[src/pal_pkg.sv]
// ----------------------------------------------------------------------------
// pal_pkg
// Shared codes, widths and the command record passed from the front end,
// through the command queue, to the execution back end of the array list.
// ----------------------------------------------------------------------------
package pal_pkg;

	localparam int LIST_DEPTH = 64;
	localparam int DEPTH_MAX  = 1024;
	localparam int LEN_W      = $clog2(DEPTH_MAX + 1);
	localparam int IDX_W      = $clog2(DEPTH_MAX);
	localparam int DATA_W     = 32;
	localparam int OP_W       = 3;
	localparam int POS_W      = 7;
	localparam int ST_W       = 2;

	localparam logic [OP_W-1:0] OP_INSERT = 3'd0;
	localparam logic [OP_W-1:0] OP_DELETE = 3'd1;
	localparam logic [OP_W-1:0] OP_GET    = 3'd2;
	localparam logic [OP_W-1:0] OP_LOCATE = 3'd3;
	localparam logic [OP_W-1:0] OP_CLEAR  = 3'd4;

	localparam logic [ST_W-1:0] ST_OK      = 2'd0;
	localparam logic [ST_W-1:0] ST_BAD     = 2'd1;
	localparam logic [ST_W-1:0] ST_MISSING = 2'd2;

	// Work left for the back end; K_REPLY needs no list access at all.
	typedef enum logic [2:0] {
		K_INSERT,
		K_DELETE,
		K_GET,
		K_LOCATE,
		K_REPLY
	} kind_t;

	typedef struct packed {
		kind_t              kind;
		logic [ST_W-1:0]    status;
		logic [IDX_W-1:0]   idx;
		logic [DATA_W-1:0]  value;
		logic [LEN_W-1:0]   len_before;
		logic [LEN_W-1:0]   len_after;
	} cmd_t;

endpackage

[src/pal_ram.sv]
// ----------------------------------------------------------------------------
// pal_ram
// Generic single-write, single-read RAM with registered read data.
// ----------------------------------------------------------------------------
module pal_ram #(
	parameter int WIDTH = 32,
	parameter int DEPTH = 64
) (
	input  logic                     clk,
	input  logic                     we,
	input  logic [$clog2(DEPTH)-1:0] waddr,
	input  logic [WIDTH-1:0]         wdata,
	input  logic                     re,
	input  logic [$clog2(DEPTH)-1:0] raddr,
	output logic [WIDTH-1:0]         rdata
);

	logic [WIDTH-1:0] mem_q [DEPTH];

	always_ff @(posedge clk) begin
		if (we) begin
			mem_q[waddr] <= wdata;
		end
		if (re) begin
			rdata <= mem_q[raddr];
		end
	end

endmodule

[src/pal_front.sv]
// ----------------------------------------------------------------------------
// pal_front
// Command front end: checks each item against the running length, works out
// the status of items that need no list access and queues a command record.
// ----------------------------------------------------------------------------
module pal_front import pal_pkg::*; #(
	parameter int DEPTH = LIST_DEPTH
) (
	input  logic                    clk,
	input  logic                    arst_n,
	input  logic                    start,
	input  logic [OP_W-1:0]         op,
	input  logic [POS_W-1:0]        position,
	input  logic signed [DATA_W-1:0] value,
	input  logic                    q_full,
	output logic                    push,
	output cmd_t                    push_cmd,
	output logic                    busy
);

	localparam logic [LEN_W-1:0] DEPTH_L = LEN_W'(DEPTH);

	logic [LEN_W-1:0] count_q;
	logic [LEN_W-1:0] count_d;
	logic [LEN_W-1:0] pos_x;
	logic             pos_nz;
	logic             ins_ok;
	logic             rd_ok;

	assign busy   = q_full;
	assign push   = start && !q_full;
	assign pos_x  = LEN_W'(position);
	assign pos_nz = (position != '0);
	assign ins_ok = (count_q < DEPTH_L) && pos_nz && (pos_x <= count_q + LEN_W'(1));
	assign rd_ok  = pos_nz && (pos_x <= count_q);

	always_comb begin
		count_d             = count_q;
		push_cmd.kind       = K_REPLY;
		push_cmd.status     = ST_BAD;
		push_cmd.idx        = IDX_W'(position - POS_W'(1));
		push_cmd.value      = value;
		push_cmd.len_before = count_q;
		unique case (op)
			OP_INSERT: begin
				if (ins_ok) begin
					push_cmd.kind = K_INSERT;
					count_d       = count_q + LEN_W'(1);
				end
			end
			OP_DELETE: begin
				if (rd_ok) begin
					push_cmd.kind = K_DELETE;
					count_d       = count_q - LEN_W'(1);
				end
			end
			OP_GET: begin
				if (rd_ok) begin
					push_cmd.kind = K_GET;
				end
			end
			OP_LOCATE: begin
				push_cmd.kind = K_LOCATE;
			end
			OP_CLEAR: begin
				push_cmd.status = ST_OK;
				count_d         = '0;
			end
			default: begin
				push_cmd.status = ST_BAD;
			end
		endcase
		push_cmd.len_after = count_d;
	end

	// Track the length as seen after every accepted item
	always_ff @(posedge clk or negedge arst_n) begin
		if (!arst_n) begin
			count_q <= '0;
		end else if (push) begin
			count_q <= count_d;
		end
	end

endmodule

[src/pal_queue.sv]
// ----------------------------------------------------------------------------
// pal_queue
// Two-entry command queue between the front end and the back end.
// ----------------------------------------------------------------------------
module pal_queue import pal_pkg::*; (
	input  logic clk,
	input  logic arst_n,
	input  logic push,
	input  cmd_t push_cmd,
	input  logic pop,
	output cmd_t head,
	output logic valid,
	output logic full
);

	cmd_t       slot_q [2];
	logic       wr_ptr_q;
	logic       rd_ptr_q;
	logic [1:0] fill_q;

	assign head  = slot_q[rd_ptr_q];
	assign valid = (fill_q != 2'd0);
	assign full  = (fill_q == 2'd2);

	always_ff @(posedge clk) begin
		if (push) begin
			slot_q[wr_ptr_q] <= push_cmd;
		end
	end

	always_ff @(posedge clk or negedge arst_n) begin
		if (!arst_n) begin
			wr_ptr_q <= 1'b0;
			rd_ptr_q <= 1'b0;
			fill_q   <= 2'd0;
		end else begin
			if (push) begin
				wr_ptr_q <= !wr_ptr_q;
			end
			if (pop) begin
				rd_ptr_q <= !rd_ptr_q;
			end
			if (push && !pop) begin
				fill_q <= fill_q + 2'd1;
			end else if (pop && !push) begin
				fill_q <= fill_q - 2'd1;
			end
		end
	end

endmodule

[src/pal_back.sv]
// ----------------------------------------------------------------------------
// pal_back
// Execution back end: runs one queued command at a time against the entry
// RAM, moving entries one per cycle on insert and delete, scanning on locate.
// ----------------------------------------------------------------------------
module pal_back import pal_pkg::*; #(
	parameter int DEPTH = LIST_DEPTH
) (
	input  logic                     clk,
	input  logic                     arst_n,
	input  logic                     q_valid,
	input  cmd_t                     q_head,
	output logic                     pop,
	output logic                     done,
	output logic [ST_W-1:0]          status,
	output logic signed [DATA_W-1:0] read_value,
	output logic [POS_W-1:0]         found_position,
	output logic [POS_W-1:0]         list_length
);

	localparam int AW = $clog2(DEPTH);

	typedef enum logic [2:0] {
		S_IDLE,
		S_INS,
		S_INS_LAST,
		S_DEL,
		S_GET,
		S_LOC
	} state_t;

	state_t            state_q, state_d;
	cmd_t              cur_q, cur_d;
	logic [AW-1:0]     raddr_q, raddr_d;
	logic [AW-1:0]     last_addr;

	logic              we, re;
	logic [AW-1:0]     waddr, raddr;
	logic [DATA_W-1:0] wdata, rdata;

	logic              res_v_d;
	logic [ST_W-1:0]   res_st_d;
	logic [DATA_W-1:0] res_rd_d;
	logic [POS_W-1:0]  res_found_d;
	logic [POS_W-1:0]  res_len_d;

	pal_ram #(
		.WIDTH(DATA_W),
		.DEPTH(DEPTH)
	) u_ram (
		.clk  (clk),
		.we   (we),
		.waddr(waddr),
		.wdata(wdata),
		.re   (re),
		.raddr(raddr),
		.rdata(rdata)
	);

	assign last_addr = AW'(cur_q.len_before - LEN_W'(1));

	always_comb begin
		state_d     = state_q;
		cur_d       = cur_q;
		raddr_d     = raddr_q;
		pop         = 1'b0;
		we          = 1'b0;
		waddr       = raddr_q;
		wdata       = rdata;
		re          = 1'b0;
		raddr       = raddr_q;
		res_v_d     = 1'b0;
		res_st_d    = ST_OK;
		res_rd_d    = '0;
		res_found_d = '0;
		res_len_d   = POS_W'(cur_q.len_after);
		unique case (state_q)
			S_IDLE: begin
				if (q_valid) begin
					pop       = 1'b1;
					cur_d     = q_head;
					res_len_d = POS_W'(q_head.len_after);
					unique case (q_head.kind)
						K_INSERT: begin
							if (q_head.len_before == LEN_W'(q_head.idx)) begin
								// append at the end: nothing to move
								we      = 1'b1;
								waddr   = AW'(q_head.idx);
								wdata   = q_head.value;
								res_v_d = 1'b1;
							end else begin
								re      = 1'b1;
								raddr   = AW'(q_head.len_before - LEN_W'(1));
								raddr_d = raddr;
								state_d = S_INS;
							end
						end
						K_DELETE: begin
							if (LEN_W'(q_head.idx) + LEN_W'(1) == q_head.len_before) begin
								res_v_d = 1'b1;
							end else begin
								re      = 1'b1;
								raddr   = AW'(q_head.idx) + AW'(1);
								raddr_d = raddr;
								state_d = S_DEL;
							end
						end
						K_GET: begin
							re      = 1'b1;
							raddr   = AW'(q_head.idx);
							raddr_d = raddr;
							state_d = S_GET;
						end
						K_LOCATE: begin
							if (q_head.len_before == '0) begin
								res_v_d  = 1'b1;
								res_st_d = ST_MISSING;
							end else begin
								re      = 1'b1;
								raddr   = '0;
								raddr_d = '0;
								state_d = S_LOC;
							end
						end
						default: begin
							res_v_d  = 1'b1;
							res_st_d = q_head.status;
						end
					endcase
				end
			end
			S_INS: begin
				// move the entry just read up one place, read the next one down
				we    = 1'b1;
				waddr = raddr_q + AW'(1);
				if (raddr_q != AW'(cur_q.idx)) begin
					re      = 1'b1;
					raddr   = raddr_q - AW'(1);
					raddr_d = raddr;
				end else begin
					state_d = S_INS_LAST;
				end
			end
			S_INS_LAST: begin
				we      = 1'b1;
				waddr   = AW'(cur_q.idx);
				wdata   = cur_q.value;
				res_v_d = 1'b1;
				state_d = S_IDLE;
			end
			S_DEL: begin
				we    = 1'b1;
				waddr = raddr_q - AW'(1);
				if (raddr_q != last_addr) begin
					re      = 1'b1;
					raddr   = raddr_q + AW'(1);
					raddr_d = raddr;
				end else begin
					res_v_d = 1'b1;
					state_d = S_IDLE;
				end
			end
			S_GET: begin
				res_v_d  = 1'b1;
				res_rd_d = rdata;
				state_d  = S_IDLE;
			end
			S_LOC: begin
				if (rdata == cur_q.value) begin
					res_v_d     = 1'b1;
					res_found_d = POS_W'(LEN_W'(raddr_q) + LEN_W'(1));
					state_d     = S_IDLE;
				end else if (raddr_q == last_addr) begin
					res_v_d  = 1'b1;
					res_st_d = ST_MISSING;
					state_d  = S_IDLE;
				end else begin
					re      = 1'b1;
					raddr   = raddr_q + AW'(1);
					raddr_d = raddr;
				end
			end
			default: begin
				state_d = S_IDLE;
			end
		endcase
	end

	always_ff @(posedge clk or negedge arst_n) begin
		if (!arst_n) begin
			state_q <= S_IDLE;
			done    <= 1'b0;
		end else begin
			state_q <= state_d;
			done    <= res_v_d;
		end
	end

	always_ff @(posedge clk) begin
		cur_q   <= cur_d;
		raddr_q <= raddr_d;
		if (res_v_d) begin
			status         <= res_st_d;
			read_value     <= res_rd_d;
			found_position <= res_found_d;
			list_length    <= res_len_d;
		end
	end

endmodule

[src/positional_array_list.sv]
// Throughput: one item at a time in the back end, one entry moved or compared per cycle
// (at most one RAM read and one RAM write each cycle); a two-item queue takes start meanwhile.
// Reset: arst_n clears the length and all control; entries hold until written; no stall on done.
// ----------------------------------------------------------------------------
// positional_array_list
// Ordered list of signed words with 1-based positions: insert, delete, get,
// locate and clear, one status result per item.
// ----------------------------------------------------------------------------
module positional_array_list import pal_pkg::*; #(
	parameter int DEPTH = LIST_DEPTH
) (
	input  logic                     clk,
	input  logic                     arst_n,
	input  logic                     start,
	output logic                     busy,
	input  logic [OP_W-1:0]          op,
	input  logic [POS_W-1:0]         position,
	input  logic signed [DATA_W-1:0] value,
	output logic                     done,
	output logic [ST_W-1:0]          status,
	output logic signed [DATA_W-1:0] read_value,
	output logic [POS_W-1:0]         found_position,
	output logic [POS_W-1:0]         list_length
);

	logic push, pop, q_full, q_valid;
	cmd_t push_cmd, q_head;

	pal_front #(
		.DEPTH(DEPTH)
	) u_front (
		.clk     (clk),
		.arst_n  (arst_n),
		.start   (start),
		.op      (op),
		.position(position),
		.value   (value),
		.q_full  (q_full),
		.push    (push),
		.push_cmd(push_cmd),
		.busy    (busy)
	);

	pal_queue u_queue (
		.clk     (clk),
		.arst_n  (arst_n),
		.push    (push),
		.push_cmd(push_cmd),
		.pop     (pop),
		.head    (q_head),
		.valid   (q_valid),
		.full    (q_full)
	);

	pal_back #(
		.DEPTH(DEPTH)
	) u_back (
		.clk           (clk),
		.arst_n        (arst_n),
		.q_valid       (q_valid),
		.q_head        (q_head),
		.pop           (pop),
		.done          (done),
		.status        (status),
		.read_value    (read_value),
		.found_position(found_position),
		.list_length   (list_length)
	);

`ifndef ASSERT_OFF
	a_no_pop_empty: assert property (@(posedge clk) disable iff (!arst_n)
		pop |-> q_valid)
		else $error("back end took a command from an empty queue");

	a_missing_no_pos: assert property (@(posedge clk) disable iff (!arst_n)
		done && status == ST_MISSING |-> found_position == '0)
		else $error("missing value reported with a position");

	a_fail_no_data: assert property (@(posedge clk) disable iff (!arst_n)
		done && status != ST_OK |-> read_value == '0)
		else $error("failed item returned read data");

	a_status_code: assert property (@(posedge clk) disable iff (!arst_n)
		done |-> status == ST_OK || status == ST_BAD || status == ST_MISSING)
		else $error("result status outside the defined codes");
`endif

endmodule

[config.mk]
export PLATFORM = sky130hd
export DESIGN_NAME = positional_array_list
export DESIGN_NICKNAME = d
export VERILOG_FILES = /design/src/pal_pkg.sv /design/src/pal_ram.sv /design/src/pal_front.sv /design/src/pal_queue.sv /design/src/pal_back.sv /design/src/positional_array_list.sv
export SDC_FILE = /design/constraint.sdc
export NUM_CORES = 2
export LEC_CHECK = 0
export BUFFER_PORTS_ARGS = -buffer_cell sky130_fd_sc_hd__buf_2
export CORE_AREA = 5 5 406 448
export DETAILED_ROUTE_END_ITERATION = 16
export DIE_AREA = 0 0 411 453
export HOLD_SLACK_MARGIN = 0.06
export PLACE_DENSITY_LB_ADDON = 0.25
export SETUP_SLACK_MARGIN = 0.5
export SYNTH_ARGS = -nofsm -noshare
export SYNTH_HDL_FRONTEND = slang
export SYNTH_SLANG_ARGS = --single-unit
[constraint.sdc]
create_clock -name clk -period 8.3 [get_ports clk]
set_input_delay 0 -clock clk [delete_from_list [all_inputs] [get_ports clk]]
set_output_delay 0 -clock clk [all_outputs]
set_load 0.01 [all_outputs]
# --- Word-level counts from Yosys, hierarchy flattened ---
# Memory sizes are Yosys's and may differ from the RTL's. A register that Yosys moved wholly into a read port is not among the register bits.
# Index checks and enable logic that the tools add are counted.
# Widths: inputs -> output; s select.
op_classes:
  addsub: 12
  magnitude_cmp: 3
  eq_ne: 27
  mux: 74
  n_reduce_logical: 24
ops:
  columns: ["cell", "n"]
  rows:
  - ["$mux 32", 3]
  - ["$pmux 6 s4", 3]
  - ["$mux 6", 11]
  - ["$pmux 32 s2", 1]
  - ["$pmux 3 s4", 3]
  - ["$mux 3", 11]
  - ["$pmux 11 s3", 1]
  - ["$eq 32x32->1", 1]
  - ["$mux 1", 24]
  - ["$le 7x11->1", 2]
  - ["$mux 11", 2]
  - ["$eq 3x2->1 const B", 6]
  - ["$sub 6x1->6 const B", 3]
  - ["$pmux 1 s4", 4]
  - ["$mux 7", 2]
  - ["$add 6x1->6 const B", 2]
  - ["$mux 2", 6]
  - ["$ne 6x6->1", 2]
  - ["$add 10x1->11 const B", 1]
  - ["$add 11x1->11 const B", 1]
  - ["$eq 11x10->1", 1]
  - ["$eq 11x11->1", 1]
  - ["$logic_not 11->1", 1]
  - ["$lt 11x7->1 const B", 1]
  - ["24 further kinds", 47]
word_totals:
  reg_bits: 124
  ram_bits: 2184
  in_bits: 45
  output_inout_bits: 50
  word_cells: 157
  memories: 2
memory_table:
  columns: ["name", "depth", "word_bits", "read_ports", "rd_clocked_by_memory_dff", "wr", "line_no", "rtl"]
  rows:
  - ["u_back.u_ram.mem_q", 64, 32, 1, 1, 1, "pal_ram.sv:18", "logic [WIDTH-1:0] mem_q [DEPTH];"]
  - ["u_queue.slot_q", 2, 68, 1, 0, 1, "pal_queue.sv:16", "cmd_t slot_q [2];"]

# --- Longest topological paths before layout ---
# An unclocked memory read counts as a cell.
depth:
  word_depth: 8
  ltp_mapped: 24

# --- Modules after synthesis ---
# A second synthesis with hierarchy kept.
hier_totals:
  hier_cells: 4655
  hier_area_um2: 93309.5
by_module_without_submodules:
  columns: ["mod", "instances", "cells_each", "area_each_um2", "seq_area_each_um2"]
  rows:
  - ["pal_ram", 1, 3504, 79268.5, 62459.9]
  - ["pal_back", 1, 659, 6557.5, 3193.1]
  - ["pal_queue", 1, 231, 5520.3, 4244.1]
  - ["pal_front", 1, 261, 1963.1, 275.3]

# --- Least setup slack after synthesis ---
# OpenSTA, ideal clock, no wires.
synth_path:
  kind: "register to register"
  startpoint: "register u_queue.rd_ptr_q"
  endpoint: "register u_back.found_position[0] (enable)"
  arrival_ns: 5.564
  slack_ns: 2.268
  path_stages_with_launch: 17
  n_path_buf: 6
  synth_period_minus_slack_ns: 6.032
  path_cell_list: "dfrtp_1 buf_4 buf_6 buf_4 buf_4 clkbuf_1 mux2_2 ha_1 clkbuf_1 nand4b_1 and2_1 a221o_1 nor4_4 o2111ai_2 nand2_2 nor2_1 o2bb2ai_1"
synth_rtl:
  columns: ["element", "line_no", "rtl"]
  rows:
  - ["start: declaration", "pal_queue.sv:18", "logic rd_ptr_q;"]
  - ["start signal: assignment", "pal_queue.sv:41", "rd_ptr_q <= !rd_ptr_q;"]
  - ["end signal: assignment", "pal_back.sv:205", "found_position <= res_found_d;"]
  - ["end: declaration", "pal_back.sv:17", "output logic [POS_W-1:0] found_position,"]

# --- Worst setup path after layout ---
layout_path:
  startpoint: "register u_queue.rd_ptr_q"
  endpoint: "register u_back.u_ram.rdata[15], read port of u_back.u_ram.mem_q (data pin)"
layout_between:
  elab_chain_len: 7
  word_cells_on_any_way: 23
  classes_between: "3 x add/sub; 5 x eq/ne; 12 x mux; 2 x reduce/logical; 1 x memory"
layout_rtl:
  columns: ["element", "line_no", "rtl"]
  rows:
  - ["$mem_v2 2x68 *", null, null]
  - ["$add 10x1->11", "pal_back.sv:99", "if (LEN_W'(q_head.idx) + LEN_W'(1) == q_head.len_before) begin"]
  - ["$eq 11x11->1", "pal_back.sv:99", null]
  - ["$mux 6 or $mux 1 (tied branches)", null, null]
  - ["$pmux 6 s4 or $pmux 1 s4 (tied branches)", null, null]
  - ["$mux 6 or $mux 1 (tied branches)", "pal_back.sv:79", "if (q_valid) begin"]
  - ["$pmux 6 s4 or $pmux 1 s4 (tied branches)", "pal_back.sv:77", "unique case (state_q)"]
  - ["end: declaration", "pal_ram.sv:15", "output logic [WIDTH-1:0] rdata"]
# Mark *: on every way between the ends. The rest lies on a longest branch, timed or not.
# A chain may end at the register's enable or synchronous reset.

==> metrics.txt <==
Post-DP HPWL around 150 mm; # nets final around 6000; total die area between 150000 and 200000 µm²; mux contribution to synthesized area 0.196; DIE WIDTH just over 400 µm; reg2reg start u_queue.rd_ptr_q$_DFFE_PN0P_; top cells by area, synth edfxtp_1, mux2i_1, o22ai_1; CTS Buf Count roughly 220; Pins Over Slew Limit 0; GP Congestion between 0.9 and 1; worst-case reg-to-reg path depth 17; H-tree depth 4; fin util 0.617; post-CTS setup buffers 0; minimum clock period between 7 and 8 ns; Post-Syn Area per Cell 17.5 µm²; Netlist cell types 83; Antenna Nets Post-Route 0; clk_lat worst skew between 0.8 and 0.9 ns; Post-Synth XOR/XNOR Area 0.00882; top_reg_cell synth edfxtp_1; status complete, but fails checks; Bufs on Longest Clock Path 3; Total GRT Usage 0.270; site row count 162; slew margin rel. 0.00552; synthesized cell area roughly 96000 µm²; largest net degree at the start of global routing 120; initial antenna violation count 30; share of layout cells above drive strength 1 0.130; Seq/Total Area, Yosys 0.724; HP Class input port to async pin; Achievable Freq about 140 MHz; Critical Path Fanout Max 62; ys async rst share 0.00816; final non-filler cell total ~8400; Synth Net Count 5567; top cells by count, synth edfxtp_1, mux2i_1, o22ai_1; Setup Skew 0.0381 ns; Worst-path clk slew 0.07 ns; starting density of the core 0.546; Tcrit/Tclk final 0.856; synthesized flop and latch total 2328; remaining global-route overflow 0; Ys Warns 0; Area growth syn-to-layout 13.0%; total wire length ~250 mm; startpoint types flip-flop; setup TNS 0 ns; Synth area leader edfxtp_1; reg2reg end u_back.u_ram.rdata[15]$_DFFE_PP_; Compound-Gate Fraction of Synth Area 0.0265; core area roughly 180000 µm²; via count of the first global-routing pass between 50000 and 60000; design area 109000 µm²; via count between 50000 and 60000; Yosys top cell area share 0.718; Critical Path RT approximately 8.9 ns; 1st-iter DRT viols 6092; Synth Area in Adders 0.00312; IO Pins 95; max-cap violations 1; Hold Vio Cnt, Final 0; Post-synth EDFFs 2303; vias per inst just over 6; Inst Count DP 7872; final setup fails 0; WP data arrival approximately 7.7 ns; Synth Area in Simple Gates 0.0246; RSZ-0062 raised after global routing false; die height 453 µm; DRC viols 0; largest family of logic cells by synthesized area multiplexers; Gate Count Post-Synth between 5000 and 6000; actual slew at the worst max-slew pin 1.49 ns; failing checks capacitance limit; first-pass GRT wire length 362 mm; placed cell area between 100000 and 150000 µm²; drt first pass iters 6; WL/cell between 30 and 40 µm; CP Capture Type flip-flop; CTS tree done; clk sinks approximately 2300; Buffers on Ports between 90 and 100; clock root buffer master clkbuf_16; Crit Path Class flip-flop to flip-flop; count leader, synth edfxtp_1; reg2reg setup slack between 1 and 1.5 ns
[final cells by class]
class / count / area, µm²
sequential: 2328 / 69800
fill: 12500 / 67700
multi-input combinational: 2837 / 25900
clock buffer: 277 / 5790
timing repair buffer: 374 / 3130
tap: 2378 / 2980
clock inverter: 129 / 1140
inverter: 39 / 148
antenna: 15 / 37.5
[critical path, stage by stage (launching register included)]
cell	delay, ns
dfrtp_4	0.88
buf_4	0.60
mux2i_1	0.27
ha_1	0.29
o21ai_0	0.15
a2111o_1	0.25
o221a_2	0.21
o221a_2	0.20
o211ai_1	0.14
nor4_2	1.13
buf_12	0.29
buf_12	0.34
buf_12	0.32
mux2i_1	0.23
mux2i_1	0.09
mux2i_1	0.37
o22ai_1	0.40
or4_1	0.52
[worst max-delay path by stage]
stage,from,to,slack (ns),cells after the start
floorplan,u_queue.rd_ptr_q$_DFFE_PN0P_,u_back.found_position[0]$_SDFFCE_PN0P_,2.27,16
global placement,u_queue.rd_ptr_q$_DFFE_PN0P_,u_back.u_ram.rdata[15]$_DFFE_PP_,1.25,17
detailed placement,u_queue.rd_ptr_q$_DFFE_PN0P_,u_back.u_ram.rdata[15]$_DFFE_PP_,1.27,17
CTS,u_queue.rd_ptr_q$_DFFE_PN0P_,u_back.u_ram.rdata[15]$_DFFE_PP_,1.20,17
global route,u_queue.rd_ptr_q$_DFFE_PN0P_,u_back.u_ram.rdata[28]$_DFFE_PP_,0.86,17
finish,u_queue.rd_ptr_q$_DFFE_PN0P_,u_back.u_ram.rdata[15]$_DFFE_PP_,1.20,17
[stage by stage]
step                      setup slack [ns]  hold WS (ns)
after floorplan                       2.27        -0.296
after global placement                1.25        0.0231
after detailed placement              1.27        0.0440
after CTS                             1.20        0.0892
after global routing                 0.856         0.133
final                                 1.20         0.161
[sequential cells by signal, indices dropped and copies added, names as in the netlist, 3 cells and up, named ones only]
name                   flops
u_back.found_position      7
u_back.state_q             3
u_queue.slot_q           124
u_back.raddr_q             6
u_back.list_length         7
u_back.u_ram.mem_q      2048
u_front.count_q            7
u_back.u_ram.rdata        32
u_back.read_value         32
u_back.cur_q              51
[per-layer routing]
| layer | global-route usage | part of all wire | vias to the layer above |
|---|---|---|---|
| met3 | 0.0530 | 0.086 | 429 |
| li1 | - | - | 22400 |
| met1 | 0.364 | 0.39 | 26700 |
| met2 | 0.429 | 0.47 | 2346 |
| met5 | 0 | 0.000051 | - |
| met4 | 0.124 | 0.048 | 2 |
[cell usage in the layout, fill, tap and decap left out, types with 11 or more instances in the layout]
| cell type | synthesis | routed |
|---|---|---|
| nor3_1 | 31 | 23 |
| nor2_1 | 116 | 57 |
| clkbuf_1 | 86 | 52 |
| a31oi_1 | 11 | 11 |
| clkinv_2 | 0 | 34 |
| xnor2_1 | 36 | 36 |
| dlygate4sd3_1 | 0 | 82 |
| buf_2 | 158 | 94 |
| a21oi_4 | 0 | 32 |
| o21a_1 | 14 | 14 |
| ha_1 | 24 | 24 |
| or4_1 | 34 | 34 |
| inv_1 | 35 | 35 |
| diode_2 | 0 | 15 |
| buf_4 | 33 | 169 |
| mux2i_1 | 1813 | 1813 |
| nand3_1 | 37 | 34 |
| dfrtp_1 | 19 | 18 |
| buf_12 | 0 | 28 |
| nand2_1 | 64 | 64 |
| nand4_1 | 16 | 16 |
| and3_1 | 44 | 43 |
| clkinv_1 | 1 | 61 |
| bufinv_16 | 0 | 19 |
| mux2_2 | 62 | 62 |
| nor2_4 | 0 | 57 |
| o22ai_1 | 197 | 197 |
| o21ai_0 | 29 | 28 |
| or3_1 | 13 | 13 |
| xor2_1 | 61 | 61 |
| edfxtp_1 | 2303 | 2303 |
| nor4_1 | 16 | 15 |
| clkbuf_16 | 0 | 222 |
| a21oi_1 | 70 | 38 |
[repair_timing]
action	CTS	global route
hold buffers	83	0
resized for setup	0	0
hold endpoints to repair	134	0
[logic make-up after synthesis]
kind of cell | Yosys count
compound gates | 399
xor+xnor | 97
fa+ha+maj | 24
buf+inv | 333
flops | 2328
mux | 1877
simple gates | 440
Power is left out: the tool's default activity adds up to more than one toggle a clock period on the data nets, which glitch-free logic cannot reach.
